### config.mk
export PLATFORM = sky130hd
export DESIGN_NAME = printer_test_pattern_pixel
export DESIGN_NICKNAME = d
export VERILOG_FILES = /design/src/hdl/ptpp_pkg.sv /design/src/hdl/printer_test_pattern_pixel.sv
export SDC_FILE = /design/constraint.sdc
export NUM_CORES = 1
export LEC_CHECK = 0
export ABC_AREA = 1
export BUFFER_PORTS_ARGS = -buffer_cell sky130_fd_sc_hd__buf_2
export CORE_MARGIN = 1
export CORE_UTILIZATION = 42
export DETAILED_ROUTE_END_ITERATION = 7
export GPL_TIMING_DRIVEN = 0
export SYNTH_ARGS = -nofsm -noshare
export SYNTH_HDL_FRONTEND = slang
export SYNTH_SLANG_ARGS = --single-unit
### constraint.sdc
create_clock -name clk -period 2.4 [get_ports clk]
set_input_delay 0.48 -clock clk [delete_from_list [all_inputs] [get_ports clk]]
set_output_delay 0.48 -clock clk [all_outputs]
set_load 0.005 [all_outputs]
### src/hdl/ptpp_pkg.sv
// Shared types, constants and line table for the printer test pattern pixel block.
`timescale 1ns / 1ps
`default_nettype none

package ptpp_pkg;

  // Field and register widths
  localparam int unsigned COL_W  = 12;
  localparam int unsigned ROW_W  = 9;
  localparam int unsigned ADDR_W = 3;
  localparam int unsigned DATA_W = 32;

  // Register map, indexed by paddr[2]
  localparam logic REG_WIDTH_DOTS = 1'b0;

  localparam logic [COL_W-1:0] WIDTH_RESET = 12'd384;
  localparam logic [ROW_W-1:0] PATTERN_HEIGHT = 9'd420;

  // Fine line groups: 4 widths, 8 lines each
  localparam int unsigned FINE_GROUPS = 4;
  localparam int unsigned FINE_PER_GROUP = 8;
  localparam int unsigned FINE_LINES = FINE_GROUPS * FINE_PER_GROUP;
  localparam int unsigned FINE_IDX_W = $clog2(FINE_LINES);
  localparam int unsigned FINE_POS_W = 8;

  // Row regions of the pattern
  typedef enum logic [3:0] {
    REG_WHITE      = 4'd0,
    REG_SOLID      = 4'd1,
    REG_TICK       = 4'd2,
    REG_VBAR       = 4'd3,
    REG_HBAR       = 4'd4,
    REG_CHECK      = 4'd5,
    REG_FINE       = 4'd6,
    REG_FRAME_SIDE = 4'd7
  } region_t;

  // Per-region black terms, valid in the second stage
  typedef struct packed {
    logic tick;
    logic vbar;
    logic hbar;
    logic check;
    logic fine;
    logic frame;
  } terms_t;

  // Left column of fine line idx; cursor runs 8, then +2n per line, +12 per group
  function automatic logic [FINE_POS_W-1:0] fine_start(input logic [FINE_IDX_W-1:0] idx);
    logic [1:0] grp;
    logic [2:0] k;
    logic [FINE_POS_W-1:0] base;
    logic [FINE_POS_W-1:0] step;
    grp = idx[FINE_IDX_W-1:FINE_IDX_W-2];
    k   = idx[2:0];
    unique case (grp)
      2'd0:    base = 8'd8;
      2'd1:    base = 8'd36;
      2'd2:    base = 8'd80;
      default: base = 8'd140;
    endcase
    step = {5'd0, grp} + 8'd1;
    return base + 8'({k, 1'b0} * step);
  endfunction

  // Width in dots of fine line idx
  function automatic logic [FINE_POS_W-1:0] fine_width(input logic [FINE_IDX_W-1:0] idx);
    return {6'd0, idx[FINE_IDX_W-1:FINE_IDX_W-2]} + 8'd1;
  endfunction

endpackage

`default_nettype wire

### src/hdl/printer_test_pattern_pixel.sv
// Top level: three-stage pixel pipeline for the thermal-printer test pattern.
// A pixel passes the stage A, stage B and output registers before it shows on out_*.
// Throughput: one pixel per clock; busy stays low, the pipeline never holds an item.
// The receiver cannot stall: each result strobes out_valid for exactly one cycle.
// Reset (rst_n low, synchronous) drops all in-flight pixels and sets width_dots to 384.
// Stages: bounds and row-region decode, fine line compares and other terms, final select.
`timescale 1ns / 1ps
`default_nettype none

module printer_test_pattern_pixel
  import ptpp_pkg::*;
(
  input  wire logic              clk,
  input  wire logic              rst_n,
  // Pixel command channel
  input  wire logic              start,
  output      logic              busy,
  input  wire logic [COL_W-1:0]  in_col,
  input  wire logic [ROW_W-1:0]  in_row,
  // Result channel
  output      logic              out_valid,
  output      logic              out_black,
  output      logic              out_in_image,
  // Configuration port
  input  wire logic              psel,
  input  wire logic              penable,
  input  wire logic              pwrite,
  input  wire logic [ADDR_W-1:0] paddr,
  input  wire logic [DATA_W-1:0] pwdata,
  output      logic [DATA_W-1:0] prdata,
  output      logic              pready
);

  logic             in_xfer;
  logic [COL_W-1:0] width_r;

  // Stage A registers
  logic             a_valid_r;
  logic [COL_W-1:0] a_col_r;
  logic             a_in_image_r,  a_in_image_nxt;
  region_t          a_region_r,    a_region_nxt;
  logic             a_short_r,     a_short_nxt;
  logic             a_row0_r;

  // Stage B registers
  logic             b_valid_r;
  logic             b_in_image_r;
  region_t          b_region_r;
  terms_t           b_terms_r,     b_terms_nxt;

  // Output registers
  logic             out_valid_r;
  logic             out_black_r,   out_black_nxt;
  logic             out_in_image_r;

  logic [FINE_LINES-1:0] fine_match;

  assign busy    = 1'b0;
  assign in_xfer = start & ~busy;
  assign pready  = 1'b1;

  // Configuration register write and read-back
  always_ff @(posedge clk) begin
    if (!rst_n) begin
      width_r <= WIDTH_RESET;
    end else if (psel && penable && pwrite && pready && paddr[2] == REG_WIDTH_DOTS) begin
      width_r <= pwdata[COL_W-1:0];
    end
  end

  assign prdata = (paddr[2] == REG_WIDTH_DOTS) ? {{(DATA_W-COL_W){1'b0}}, width_r} : '0;

  // Stage A: bounds check and row region decode
  always_comb begin
    a_in_image_nxt = (in_col < width_r) && (in_row < PATTERN_HEIGHT);
    a_short_nxt    = in_row < 9'd26;
    priority if (in_row < 9'd8) begin
      a_region_nxt = REG_SOLID;
    end else if (in_row >= 9'd12 && in_row < 9'd36) begin
      a_region_nxt = REG_TICK;
    end else if (in_row >= 9'd48 && in_row < 9'd72) begin
      a_region_nxt = REG_SOLID;
    end else if (in_row >= 9'd80 && in_row < 9'd104) begin
      a_region_nxt = REG_VBAR;
    end else if (in_row >= 9'd112 && in_row < 9'd136) begin
      a_region_nxt = REG_HBAR;
    end else if (in_row >= 9'd144 && in_row < 9'd168) begin
      a_region_nxt = REG_CHECK;
    end else if (in_row >= 9'd176 && in_row < 9'd208) begin
      a_region_nxt = REG_FINE;
    end else if (in_row >= 9'd224 && in_row < 9'd228) begin
      a_region_nxt = REG_SOLID;
    end else if (in_row >= 9'd228 && in_row < 9'd284) begin
      a_region_nxt = REG_FRAME_SIDE;
    end else if (in_row >= 9'd284 && in_row < 9'd288) begin
      a_region_nxt = REG_SOLID;
    end else begin
      a_region_nxt = REG_WHITE;
    end
  end

  always_ff @(posedge clk) begin
    if (!rst_n) begin
      a_valid_r <= 1'b0;
    end else begin
      a_valid_r <= in_xfer;
    end
  end

  always_ff @(posedge clk) begin
    a_col_r      <= in_col;
    a_in_image_r <= a_in_image_nxt;
    a_region_r   <= a_region_nxt;
    a_short_r    <= a_short_nxt;
    a_row0_r     <= in_row[0];
  end

  // Stage B: fine line hits, frame edge, bar, check and tick terms
  always_comb begin
    for (int j = 0; j < FINE_LINES; j++) begin
      fine_match[j] =
        ({1'b0, a_col_r} >= {5'd0, fine_start(FINE_IDX_W'(j))}) &&
        ({1'b0, a_col_r} <  {5'd0, fine_start(FINE_IDX_W'(j))}
                            + {5'd0, fine_width(FINE_IDX_W'(j))}) &&
        ({5'd0, fine_start(FINE_IDX_W'(j))} + 13'd8 < {1'b0, width_r});
    end
    b_terms_nxt.fine  = |fine_match;
    b_terms_nxt.frame = (a_col_r < 12'd4) ||
                        ({1'b0, a_col_r} + 13'd4 >= {1'b0, width_r});
    b_terms_nxt.tick  = (a_col_r[5:0] < 6'd2) && (!a_col_r[6] || a_short_r);
    b_terms_nxt.vbar  = ~a_col_r[0];
    b_terms_nxt.hbar  = ~a_row0_r;
    b_terms_nxt.check = a_col_r[0] ^ a_row0_r;
  end

  always_ff @(posedge clk) begin
    if (!rst_n) begin
      b_valid_r <= 1'b0;
    end else begin
      b_valid_r <= a_valid_r;
    end
  end

  always_ff @(posedge clk) begin
    b_in_image_r <= a_in_image_r;
    b_region_r   <= a_region_r;
    b_terms_r    <= b_terms_nxt;
  end

  // Stage C: select the term for the row region, mask outside the image
  always_comb begin
    unique case (b_region_r)
      REG_SOLID:      out_black_nxt = 1'b1;
      REG_TICK:       out_black_nxt = b_terms_r.tick;
      REG_VBAR:       out_black_nxt = b_terms_r.vbar;
      REG_HBAR:       out_black_nxt = b_terms_r.hbar;
      REG_CHECK:      out_black_nxt = b_terms_r.check;
      REG_FINE:       out_black_nxt = b_terms_r.fine;
      REG_FRAME_SIDE: out_black_nxt = b_terms_r.frame;
      default:        out_black_nxt = 1'b0;
    endcase
    out_black_nxt = out_black_nxt & b_in_image_r;
  end

  always_ff @(posedge clk) begin
    if (!rst_n) begin
      out_valid_r <= 1'b0;
    end else begin
      out_valid_r <= b_valid_r;
    end
  end

  always_ff @(posedge clk) begin
    out_black_r    <= out_black_nxt;
    out_in_image_r <= b_in_image_r;
  end

  assign out_valid    = out_valid_r;
  assign out_black    = out_black_r;
  assign out_in_image = out_in_image_r;

  // Each transferred pixel yields one strobe after the stage A, stage B and output registers
  a_latency: assert property (@(posedge clk)
    (rst_n && $past(rst_n) && $past(rst_n, 2) && $past(rst_n, 3))
      |-> (out_valid == $past(in_xfer, 3)))
    else $error("result strobe does not follow pixel transfer by three cycles");

  // A dot outside the image is never black
  a_white_outside: assert property (@(posedge clk) disable iff (!rst_n)
    (out_valid && !out_in_image) |-> !out_black)
    else $error("black dot reported outside the image");

  // The bounds flag carried to stage B matches the column of stage A
  a_bounds_carry: assert property (@(posedge clk) disable iff (!rst_n)
    (b_valid_r && b_in_image_r && $past(rst_n)) |-> ($past(a_col_r) < $past(width_r)))
    else $error("in-image flag disagrees with column and width");

  // A black dot in the fine line rows needs a fine line hit
  a_fine_rows: assert property (@(posedge clk) disable iff (!rst_n)
    (out_valid && out_black && $past(b_region_r) == REG_FINE) |-> $past(b_terms_r.fine))
    else $error("fine line region reported black without a line hit");

endmodule

`default_nettype wire

==> results.yml, run 1 <==
timing:
  setup_viol: 0
  setup_tns_ns: 0
  timing.fmax_mhz: 447
  min_period_ns: 2.24
  slew_viol_final: 0
  slew_headroom_pct: 60.6
  post-route-period-util_pct: 93.3
  finalHoldViolCount: 0
  worst_pin_slew_ns: 0.591
  finClkSkew_ns: 0.00725
  rsz0062_at_grt: "no"
critical_path:
  crit_required_ns: 2.55
  cp_num_buf_inv: 1
  crit_path_max_incr_delay_ns: 0.39
  ff2ff_setup_slack_ns: 0.16
  cp_cell_sequence: "buf_6 -> nand2_2 -> nor4_4 -> nor2_1 -> ha_1 -> nand2_1 -> nor2_1 -> a211oi_1 -> nor2_1 -> nor2_1 -> nand4_1"
  reg2reg_to: "b_terms_r[0]"
  worst-setup-path-type: "reg -> reg"
  cp_common_cell: "nor2_1"
  startpoint_type: "flop"
  slowest_stage: "dfxtp_1"
  cp-end-kind: "flop"
  cp.arrival_ns: 2.39
  worstPathMaxFanout: 10
  cpLargestDelayFamily: "simple AND/OR/NAND/NOR gates"
  r2r_cells: 11
  worstReg2RegStart: "a_col_r[4]"
floorplanning:
  core-area_um2: 10400
  die_h_um: 105
  initial_core_util_pct: 43.3
  dieArea_um2: 11100
  pin_count: 99
  die_x_um: 105
  fp-row-count: 37
global_routing:
  grt_usage_pct: 27.6
  overflow: 0
  grt_pass1_wl_mm: 23.7
  first_global_vias: 4690
  grt_max_degree: 14
  antenna_found_initial: 0
drt:
  avgViaCountPerCell: 5.31
  drc: 0
  drtIter0Drc: 395
  ant_nets: 0
  routed_wl_mm: 15.2
  first_pass_iters: 7
  vias: 5153
  detail_route.wl_per_cell_um: 15.7
min_path:
  holdPathStages: 1
  hold_start: "in_row[0]"
  min_delay_worst_endpoint: "a_row0_r"
  hp-class: "in -> reg"
cts:
  htree_levels: 2
  clockBufferDepth: 2
  cts.sinks: 45
  clk_pin_slew_worst_paths_ns: 0.08
  hold_buffers: 0
  cts_buffers: 5
  cts_tree: "yes"
  clock_latency_ns: 0.31
  clock-root-buffer: "clkbuf_8"
pwr:
  power.density_nw_per_um2: 374
  peakVddDrop_mv: 0.270
  p_total_w: 0.00194
  p_leak_nw: 2.55
synth:
  synth.distinct_cells: 40
  synth_warnings: 0
  netlist_instances: 750
  ys.flop_type: "dfxtp_1"
  avgSynthCellArea_um2: 5.99
  synth_edf_count: 0
  ys_seq_area_share_pct: 20.0
  synth-seq-cells: 45
  async_flop_share_pct: 0
  synth_area_um2: 4490
layout:
  area.growth.synth_to_final_pct: 15.7
  fillCellCount: 1098
  nNetsFinal: 923
  layout-drive-gt1-share_pct: 18.1
  antenna_cells: 0
placed_design:
  placement.io_buffers: 54
  dp_hpwl_mm: 12.3
  place_congestion: 0.952
job:
  drv_cap: 0
run_status:
  status: "finished, final reports clean"
[flip-flops by register name, indices dropped and copies added (netlist names), 3 cells and up]
name,count
width_r,12
b_terms_r,6
b_region_r,3
a_col_r,12
a_region_r,3
[power breakdown]
group	switching, W	leakage, nW	internal, W
sequential	0.0000302	0.374	0.000797
clock	0.000252	0.0585	0.000339
combinational	0.000338	2.12	0.000188
total	0.000621	2.55	0.00132
[Yosys cell counts (14+ instances only)]
| master | n | area (um^2) |
|---|---|---|
| nand2_1 | 168 | 631 |
| nor2_1 | 107 | 402 |
| nand3_1 | 89 | 445 |
| nor3_1 | 14 | 70.1 |
| buf_4 | 28 | 210 |
| nor2_2 | 15 | 93.8 |
| dfxtp_1 | 45 | 901 |
| o21ai_0 | 34 | 170 |
| inv_1 | 83 | 312 |
| nand4_1 | 16 | 100 |
| ha_1 | 28 | 350 |
| a21oi_1 | 47 | 235 |
[cell type report]
type                    instances  area (um^2)  area share [%]
plain buffers                  41          310            5.97
clock buffers                   7         86.3            1.66
clock inverters                 1         30.0           0.577
inverters                      91          349            6.71
multi-input cells             593         3060            58.9
flip-flops and latches         45          906            17.4
well taps                     136          170            3.27
repair buffers                 56          285            5.49
[worst max path at each step]
stage / startpoint / slack, ns / depth (start not counted) / to
floorplan: a_col_r[2] / 0.41 / 10 / b_terms_r[0]
global placement: a_col_r[3] / -0.17 / 13 / b_terms_r[1]
detailed placement: a_col_r[3] / -0.15 / 13 / b_terms_r[1]
CTS: a_col_r[3] / 0.004 / 13 / b_terms_r[1]
global route: a_col_r[4] / 0.003 / 11 / b_terms_r[0]
finish: a_col_r[4] / 0.16 / 11 / b_terms_r[0]
[metal layers]
metal,track usage (%),share of wire [%]
met1,35.7,44
met2,45.9,45
met3,2.35,7.2
met4,13.5,4.0
met5,0,0
[kinds of logic after synthesis]
group / after synthesis / synth area share [%]
and+or+nand+nor: 433 / 43.6
adders and majority gates: 28 / 7.80
xor gates and xnor gates: 6 / 1.17
buffers and inverters: 132 / 14.3
AOI/OAI and AO/OA: 104 / 12.9
DFF: 45 / 20.0
other: 2 / 0.167
[cell usage in the layout (no fill, tap or decap), types with 2 or more instances in the layout]
cell type,count
clkbuf_8,6
buf_2,55
o21a_1,4
o21ai_0,34
inv_2,8
buf_4,29
nand2_2,7
nand3b_1,3
nor2_1,105
xor2_1,6
dfxtp_1,43
nor2_2,17
nor2_4,9
a21oi_1,47
conb_1,22
o211ai_1,6
buf_6,7
and3_1,2
o31ai_1,3
inv_1,80
o2111ai_1,2
clkbuf_1,6
nand3_1,89
nand4_1,16
ha_1,27
nand2_1,166
nor3_1,13
[stage by stage]
stage / setup WS, ns / hold slack, ns / util, % / area (um^2) / instances
6_report: 0.162 / 0.272 / 50.1 / 5200 / 970
5_1_grt: 0.00275 / 0.261 / 50.1 / 5200 / 970
4_1_cts: 0.00424 / 0.267 / 49.8 / 5160 / 970
3_5_place_dp: -0.151 / 0.312 / 48.3 / 5010 / 960
3_3_place_gp: -0.168 / 0.315 / 48.3 / 5010 / 960
2_1_floorplan: 0.412 / 0.310 / - / 4570 / 770
[timing repair]
| action | CTS | global route |
|---|---|---|
| setup endpoints to repair | 2 | 2 |
| pin swaps | 0 | 2 |
| buffers inserted | 2 | 0 |
| resized for setup | 6 | 14 |
No activity file was read; power rests on OpenSTA's default activity.
==> inputs of run 2 (changes only) <==
- CORE_MARGIN: 1 -> unset
- CORE_UTILIZATION: 42 -> 45
- PLACE_DENSITY: unset -> 0.68
==> results.yml, run 2 (synthesis gave the netlist of run 1 again) <==
pwr:
  power.density_nw_per_um2: 370
  p_total_w: 0.00191
  peakVddDrop_mv: 0.242
  p_leak_nw: 2.53
min_path:
  holdPathStages: 1
  hold_start: "in_row[0]"
  hp-class: "in -> reg"
  min_delay_worst_endpoint: "a_row0_r"
timing:
  finalHoldViolCount: 0
  finClkSkew_ns: 0.00714
  slew_headroom_pct: 65.9
  post-route-period-util_pct: 95.0
  worst_pin_slew_ns: 0.512
  holdWs_ns: 0.279
  slew_viol_final: 0
  setup_viol: 0
  min_period_ns: 2.28
  timing.fmax_mhz: 439
layout:
  antenna_cells: 0
  final_cell_mix: "167 x nand2_1, 107 x nor2_1, 89 x nand3_1"
  area.growth.synth_to_final_pct: 14.8
  design_area_um2: 5160
  top_regs: "a_col_r (12), width_r (12), b_terms_r (6)"
  postLayoutCoreUtil_pct: 53.0
  layout_commonest_cell: "nand2_1"
  nNetsFinal: 922
  final_cells: 966
  layout-drive-gt1-share_pct: 17.5
drt:
  avgViaCountPerCell: 5.41
  routed_wl_mm: 14.2
  detail_route.wl_per_cell_um: 14.7
  drc: 0
  ant_nets: 0
  drtIter0Drc: 449
  vias: 5224
  first_pass_iters: 8
placed_design:
  placed_area_um2: 5010
  dp_hpwl_mm: 11.4
  placement.io_buffers: 54
  dp.cells: 957
  place_congestion: 1.09
global_routing:
  antenna_found_initial: 0
  grt_max_degree: 15
  grt_pass1_wl_mm: 22.4
  overflow: 0
  first_global_vias: 4671
  grt_usage_pct: 27.9
run_status:
  status: "finished, final reports clean"
critical_path:
  startpoint_type: "flop"
  cp_cell_sequence: "buf_4 -> clkinvlp_4 -> buf_4 -> ha_2 -> nand2_1 -> nand2_2 -> o21ai_1 -> o21ai_1 -> inv_1 -> nand3_1 -> nand2_1 -> nor2_1 -> nand2_1 -> nor2_1 -> nand2_1"
  worst-setup-path-type: "reg -> reg"
  cp_common_cell: "nand2_1"
  crit_path_max_incr_delay_ns: 0.35
  cp-end-kind: "flop"
  cp.arrival_ns: 2.45
  slowest_stage: "dfxtp_1"
  reg2reg_to: "b_terms_r[1]"
  worstReg2RegStart: "a_col_r[3]"
  worstPathMaxFanout: 10
  ff2ff_setup_slack_ns: 0.12
  r2r_cells: 15
  crit_required_ns: 2.57
cts:
  cts_tree: "yes"
  clock-root-buffer: "clkbuf_8"
  clk_pin_slew_worst_paths_ns: 0.08
  clockBufferDepth: 2
  cts_buffers: 5
  hold_buffers: 0
  clock_latency_ns: 0.30
  htree_levels: 2
  cts.sinks: 45
job:
  drv_cap: 0
floorplanning:
  dieArea_um2: 10400
  die_x_um: 102
  die_h_um: 102
  initial_core_util_pct: 46.2
  pin_count: 99
  fp-row-count: 36
  core-area_um2: 9730
run 2: cell count changes in the layout (fill, tap and decap cells not counted), sizes merged:
cell	delta
clkinv	+1
buf	-1
clkbuf	-1
run 2: final cells by class:
cell class | instances | area [um^2]
Fill cell | 1045 | 4570
Timing Repair Buffer | 55 | 278
Clock buffer | 6 | 72.6
Clock inverter | 2 | 38.8
Buffer | 41 | 303
Multi-Input combinational cell | 593 | 3050
Sequential cell | 45 | 902
Inverter | 91 | 349
Tap cell | 133 | 166
run 2: per-layer routing:
metal	share of wire (%)	GRT usage (%)	up-vias
met2	43	43.9	261
li1	-	-	2572
met1	44	37.7	2342
met5	0	0	-
met4	5.2	15.5	0
met3	7.6	2.67	49
run 2: worst max path at each step:
stage               start            to  cells after the start
2_1_floorplan  a_col_r[2]  b_terms_r[0]                     10
3_3_place_gp   a_col_r[3]  b_terms_r[1]                     13
3_5_place_dp   a_col_r[3]  b_terms_r[1]                     13
4_1_cts        a_col_r[3]  b_terms_r[1]                     14
5_1_grt        a_col_r[3]  b_terms_r[0]                     11
6_report       a_col_r[3]  b_terms_r[1]                     15
run 2: worst max-delay path, delay by kind of cell (launching register included):
family	cells	cell delay, ns
and+or+nand+nor	8	0.71
buffers and inverters	4	0.53
DFF	1	0.35
AOI/OAI and AO/OA	2	0.32
adders and majority gates	1	0.24
run 2: power by group:
group          internal (W)  switching (W)  leakage (nW)
Clock              0.000312       0.000250        0.0554
Sequential         0.000797      0.0000291         0.374
Combinational      0.000186       0.000332          2.10
Total               0.00130       0.000611          2.53
run 2: repair_timing:
item | in CTS | in global routing
buffers inserted | 1 | 0
resized for setup | 5 | 11
pin swaps | 0 | 0
setup endpoints to repair | 2 | 2
run 2: through the flow:
step / setup TNS, ns / setup WS [ns]
after floorplan: 0 / 0.412
after global placement: -0.168 / -0.140
after global routing: -0.00796 / -0.00796
after detailed placement: -0.131 / -0.110
final: 0 / 0.120
after CTS: 0 / 0.0163
==> inputs of run 3 (changes only) <==
- BUFFER_PORTS_ARGS: -buffer_cell sky130_fd_sc_hd__buf_2 -> -buffer_cell sky130_fd_sc_hd__buf_4
- CORE_UTILIZATION: 45 -> 40
- PLACE_DENSITY: 0.68 -> unset
- REMOVE_ABC_BUFFERS: unset -> 1
==> results.yml, run 3 (synthesis gave the netlist of run 1 again) <==
global_routing:
  first_global_vias: 4652
  grt_pass1_wl_mm: 23.6
  grt_usage_pct: 26.7
  overflow: 0
  antenna_found_initial: 0
  grt_max_degree: 21
critical_path:
  worstReg2RegStart: "a_col_r[10]"
  cp_num_buf_inv: 2
  worstSetupPathDepth: 12
  slowest_stage: "inv_1"
  cp_common_cell: "nand2_1"
  startpoint_type: "flop"
  cp.arrival_ns: 2.43
  worstPathMaxFanout: 13
  cpLargestDelayFamily: "simple AND/OR/NAND/NOR gates"
  cp_cell_sequence: "nor2_4 -> nand2_2 -> inv_1 -> nand3_1 -> nand2_1 -> inv_1 -> nand3_1 -> nand2_1 -> nor2_1 -> nand2_1 -> nor2_1 -> nand2_1"
  crit_required_ns: 2.56
  cp-end-kind: "flop"
  worst-setup-path-type: "reg -> reg"
  crit_path_max_incr_delay_ns: 0.41
  critPathLaunch: "a_col_r[10]"
  r2r_cells: 12
timing:
  setup_tns_ns: 0
  post-route-period-util_pct: 94.6
  finalHoldViolCount: 0
  holdWs_ns: 0.286
  slew_viol_final: 0
  rsz0062_at_grt: "no"
  finClkSkew_ns: 0.00930
  setup_viol: 0
  timing.fmax_mhz: 440
  min_period_ns: 2.27
  slew_headroom_pct: 57.6
  worst_pin_slew_ns: 0.636
cts:
  cts_buffers: 5
  clock_latency_ns: 0.30
  clock-root-buffer: "clkbuf_8"
  htree_levels: 2
  clockBufferDepth: 2
  cts.sinks: 45
  clk_pin_slew_worst_paths_ns: 0.08
  cts_tree: "yes"
pwr:
  p_comb_share_pct: 25.3
  p_total_w: 0.00193
  intPower_w: 0.00132
  peakVddDrop_mv: 0.309
  p_sw_share_pct: 31.7
  p_leak_nw: 2.42
  switchingPower_w: 0.000610
  pwr-share-clk_pct: 30.4
  power.density_nw_per_um2: 377
  seqPwrFrac_pct: 44.2
floorplanning:
  die_x_um: 108
  initial_core_util_pct: 41.3
  dieArea_um2: 11700
  die_h_um: 108
  pin_count: 99
  core-area_um2: 10900
  fp-row-count: 38
placed_design:
  placed_area_um2: 4850
  place_congestion: 0.976
  placement.io_buffers: 54
  dp_hpwl_mm: 12.1
layout:
  layout-drive-gt1-share_pct: 16.0
  final_cell_mix: "166 x nand2_1, 107 x nor2_1, 89 x nand3_1"
  design_area_um2: 5120
  fillCellCount: 1178
  area.growth.synth_to_final_pct: 13.9
  nNetsFinal: 891
  antenna_cells: 0
  top_regs: "a_col_r (12), width_r (12), b_terms_r (6)"
  layout_commonest_cell: "nand2_1"
drt:
  drtIter0Drc: 343
  routed_wl_mm: 15.2
  first_pass_iters: 5
  ant_nets: 0
  avgViaCountPerCell: 5.35
  drc: 0
  vias: 5037
  detail_route.wl_per_cell_um: 16.1
min_path:
  hp-class: "in -> reg"
  hold_start: "in_row[0]"
  holdPathStages: 1
run_status:
  status: "finished, final reports clean"
job:
  drv_cap: 0
==> run 3: cell types whose count changed in the layout (fill, tap and decap cells not counted), moves of 2 or more <==
| cell | delta |
|---|---|
| o21ai_0 | +2 |
| dfxtp_1 | -5 |
| buf_4 | +35 |
| inv_1 | -2 |
| dfxtp_4 | +2 |
| clkinvlp_4 | +3 |
| clkbuf_1 | -6 |
| buf_2 | -55 |
| ha_2 | -2 |
| buf_6 | -5 |
| dfxtp_2 | +3 |
| o21ai_1 | -2 |
==> run 3: layer usage <==
| layer | routed length, um | share of wire (%) | track usage, % | vias to the layer above |
|---|---|---|---|---|
| met2 | 6850 | 45 | 44.6 | 240 |
| met3 | 1070 | 7.0 | 2.89 | 49 |
| li1 | - | - | - | 2509 |
| met5 | 0 | 0 | 0 | - |
| met4 | 720 | 4.7 | 13.2 | 0 |
| met1 | 6540 | 43 | 34.0 | 2239 |
==> run 3: timing repair <==
action,4_1_cts,5_1_grt
hold buffers,0,0
gates resized for setup,12,9
cloned,0,0
pin swaps,0,3
endpoints found under the hold margin,0,0
endpoints found under the setup margin,2,2
setup buffers,5,6
==> run 3: cell type report <==
type                       instances  area, um^2  area share [%]
sequential                        45         913            17.8
clock inverter                     2        37.5           0.733
tap                              140         175            3.42
multi-input combinational        593        3070            59.9
inverter                          91         357            6.96
timing repair buffer              65         488            9.53
clock buffer                       6        82.6            1.61
==> run 3: power by group through the flow <==
stage | Sequential, W | Combinational [W] | Clock, W
2_1_floorplan | 0.000852 | 0.000283 | 0
3_3_place_gp | 0.000870 | 0.000453 | 0
3_5_place_dp | 0.000870 | 0.000456 | 0
4_1_cts | 0.000854 | 0.000470 | 0.000607
5_1_grt | 0.000860 | 0.000545 | 0.000639
6_report | 0.000853 | 0.000489 | 0.000586
==> run 3: path summary, 6_finish.rpt <==
| kind | endpoint | slack, ns |
|---|---|---|
| max | b_terms_r[1] | 0.13 |
| min | a_row0_r | 0.29 |
| max reg2reg | b_terms_r[1] | 0.13 |
| min reg2reg | b_region_r[2] | 0.33 |
==> run 3: stage by stage <==
stage | std cells | utilization (%) | setup slack [ns]
finish | 942 | 47.0 | 0.130
global route | 942 | 47.0 | 0.0143
CTS | 936 | 46.4 | 0.00197
detailed placement | 923 | 44.6 | -0.711
global placement | 923 | 44.6 | -0.708
floorplan | 729 | - | 0.0300
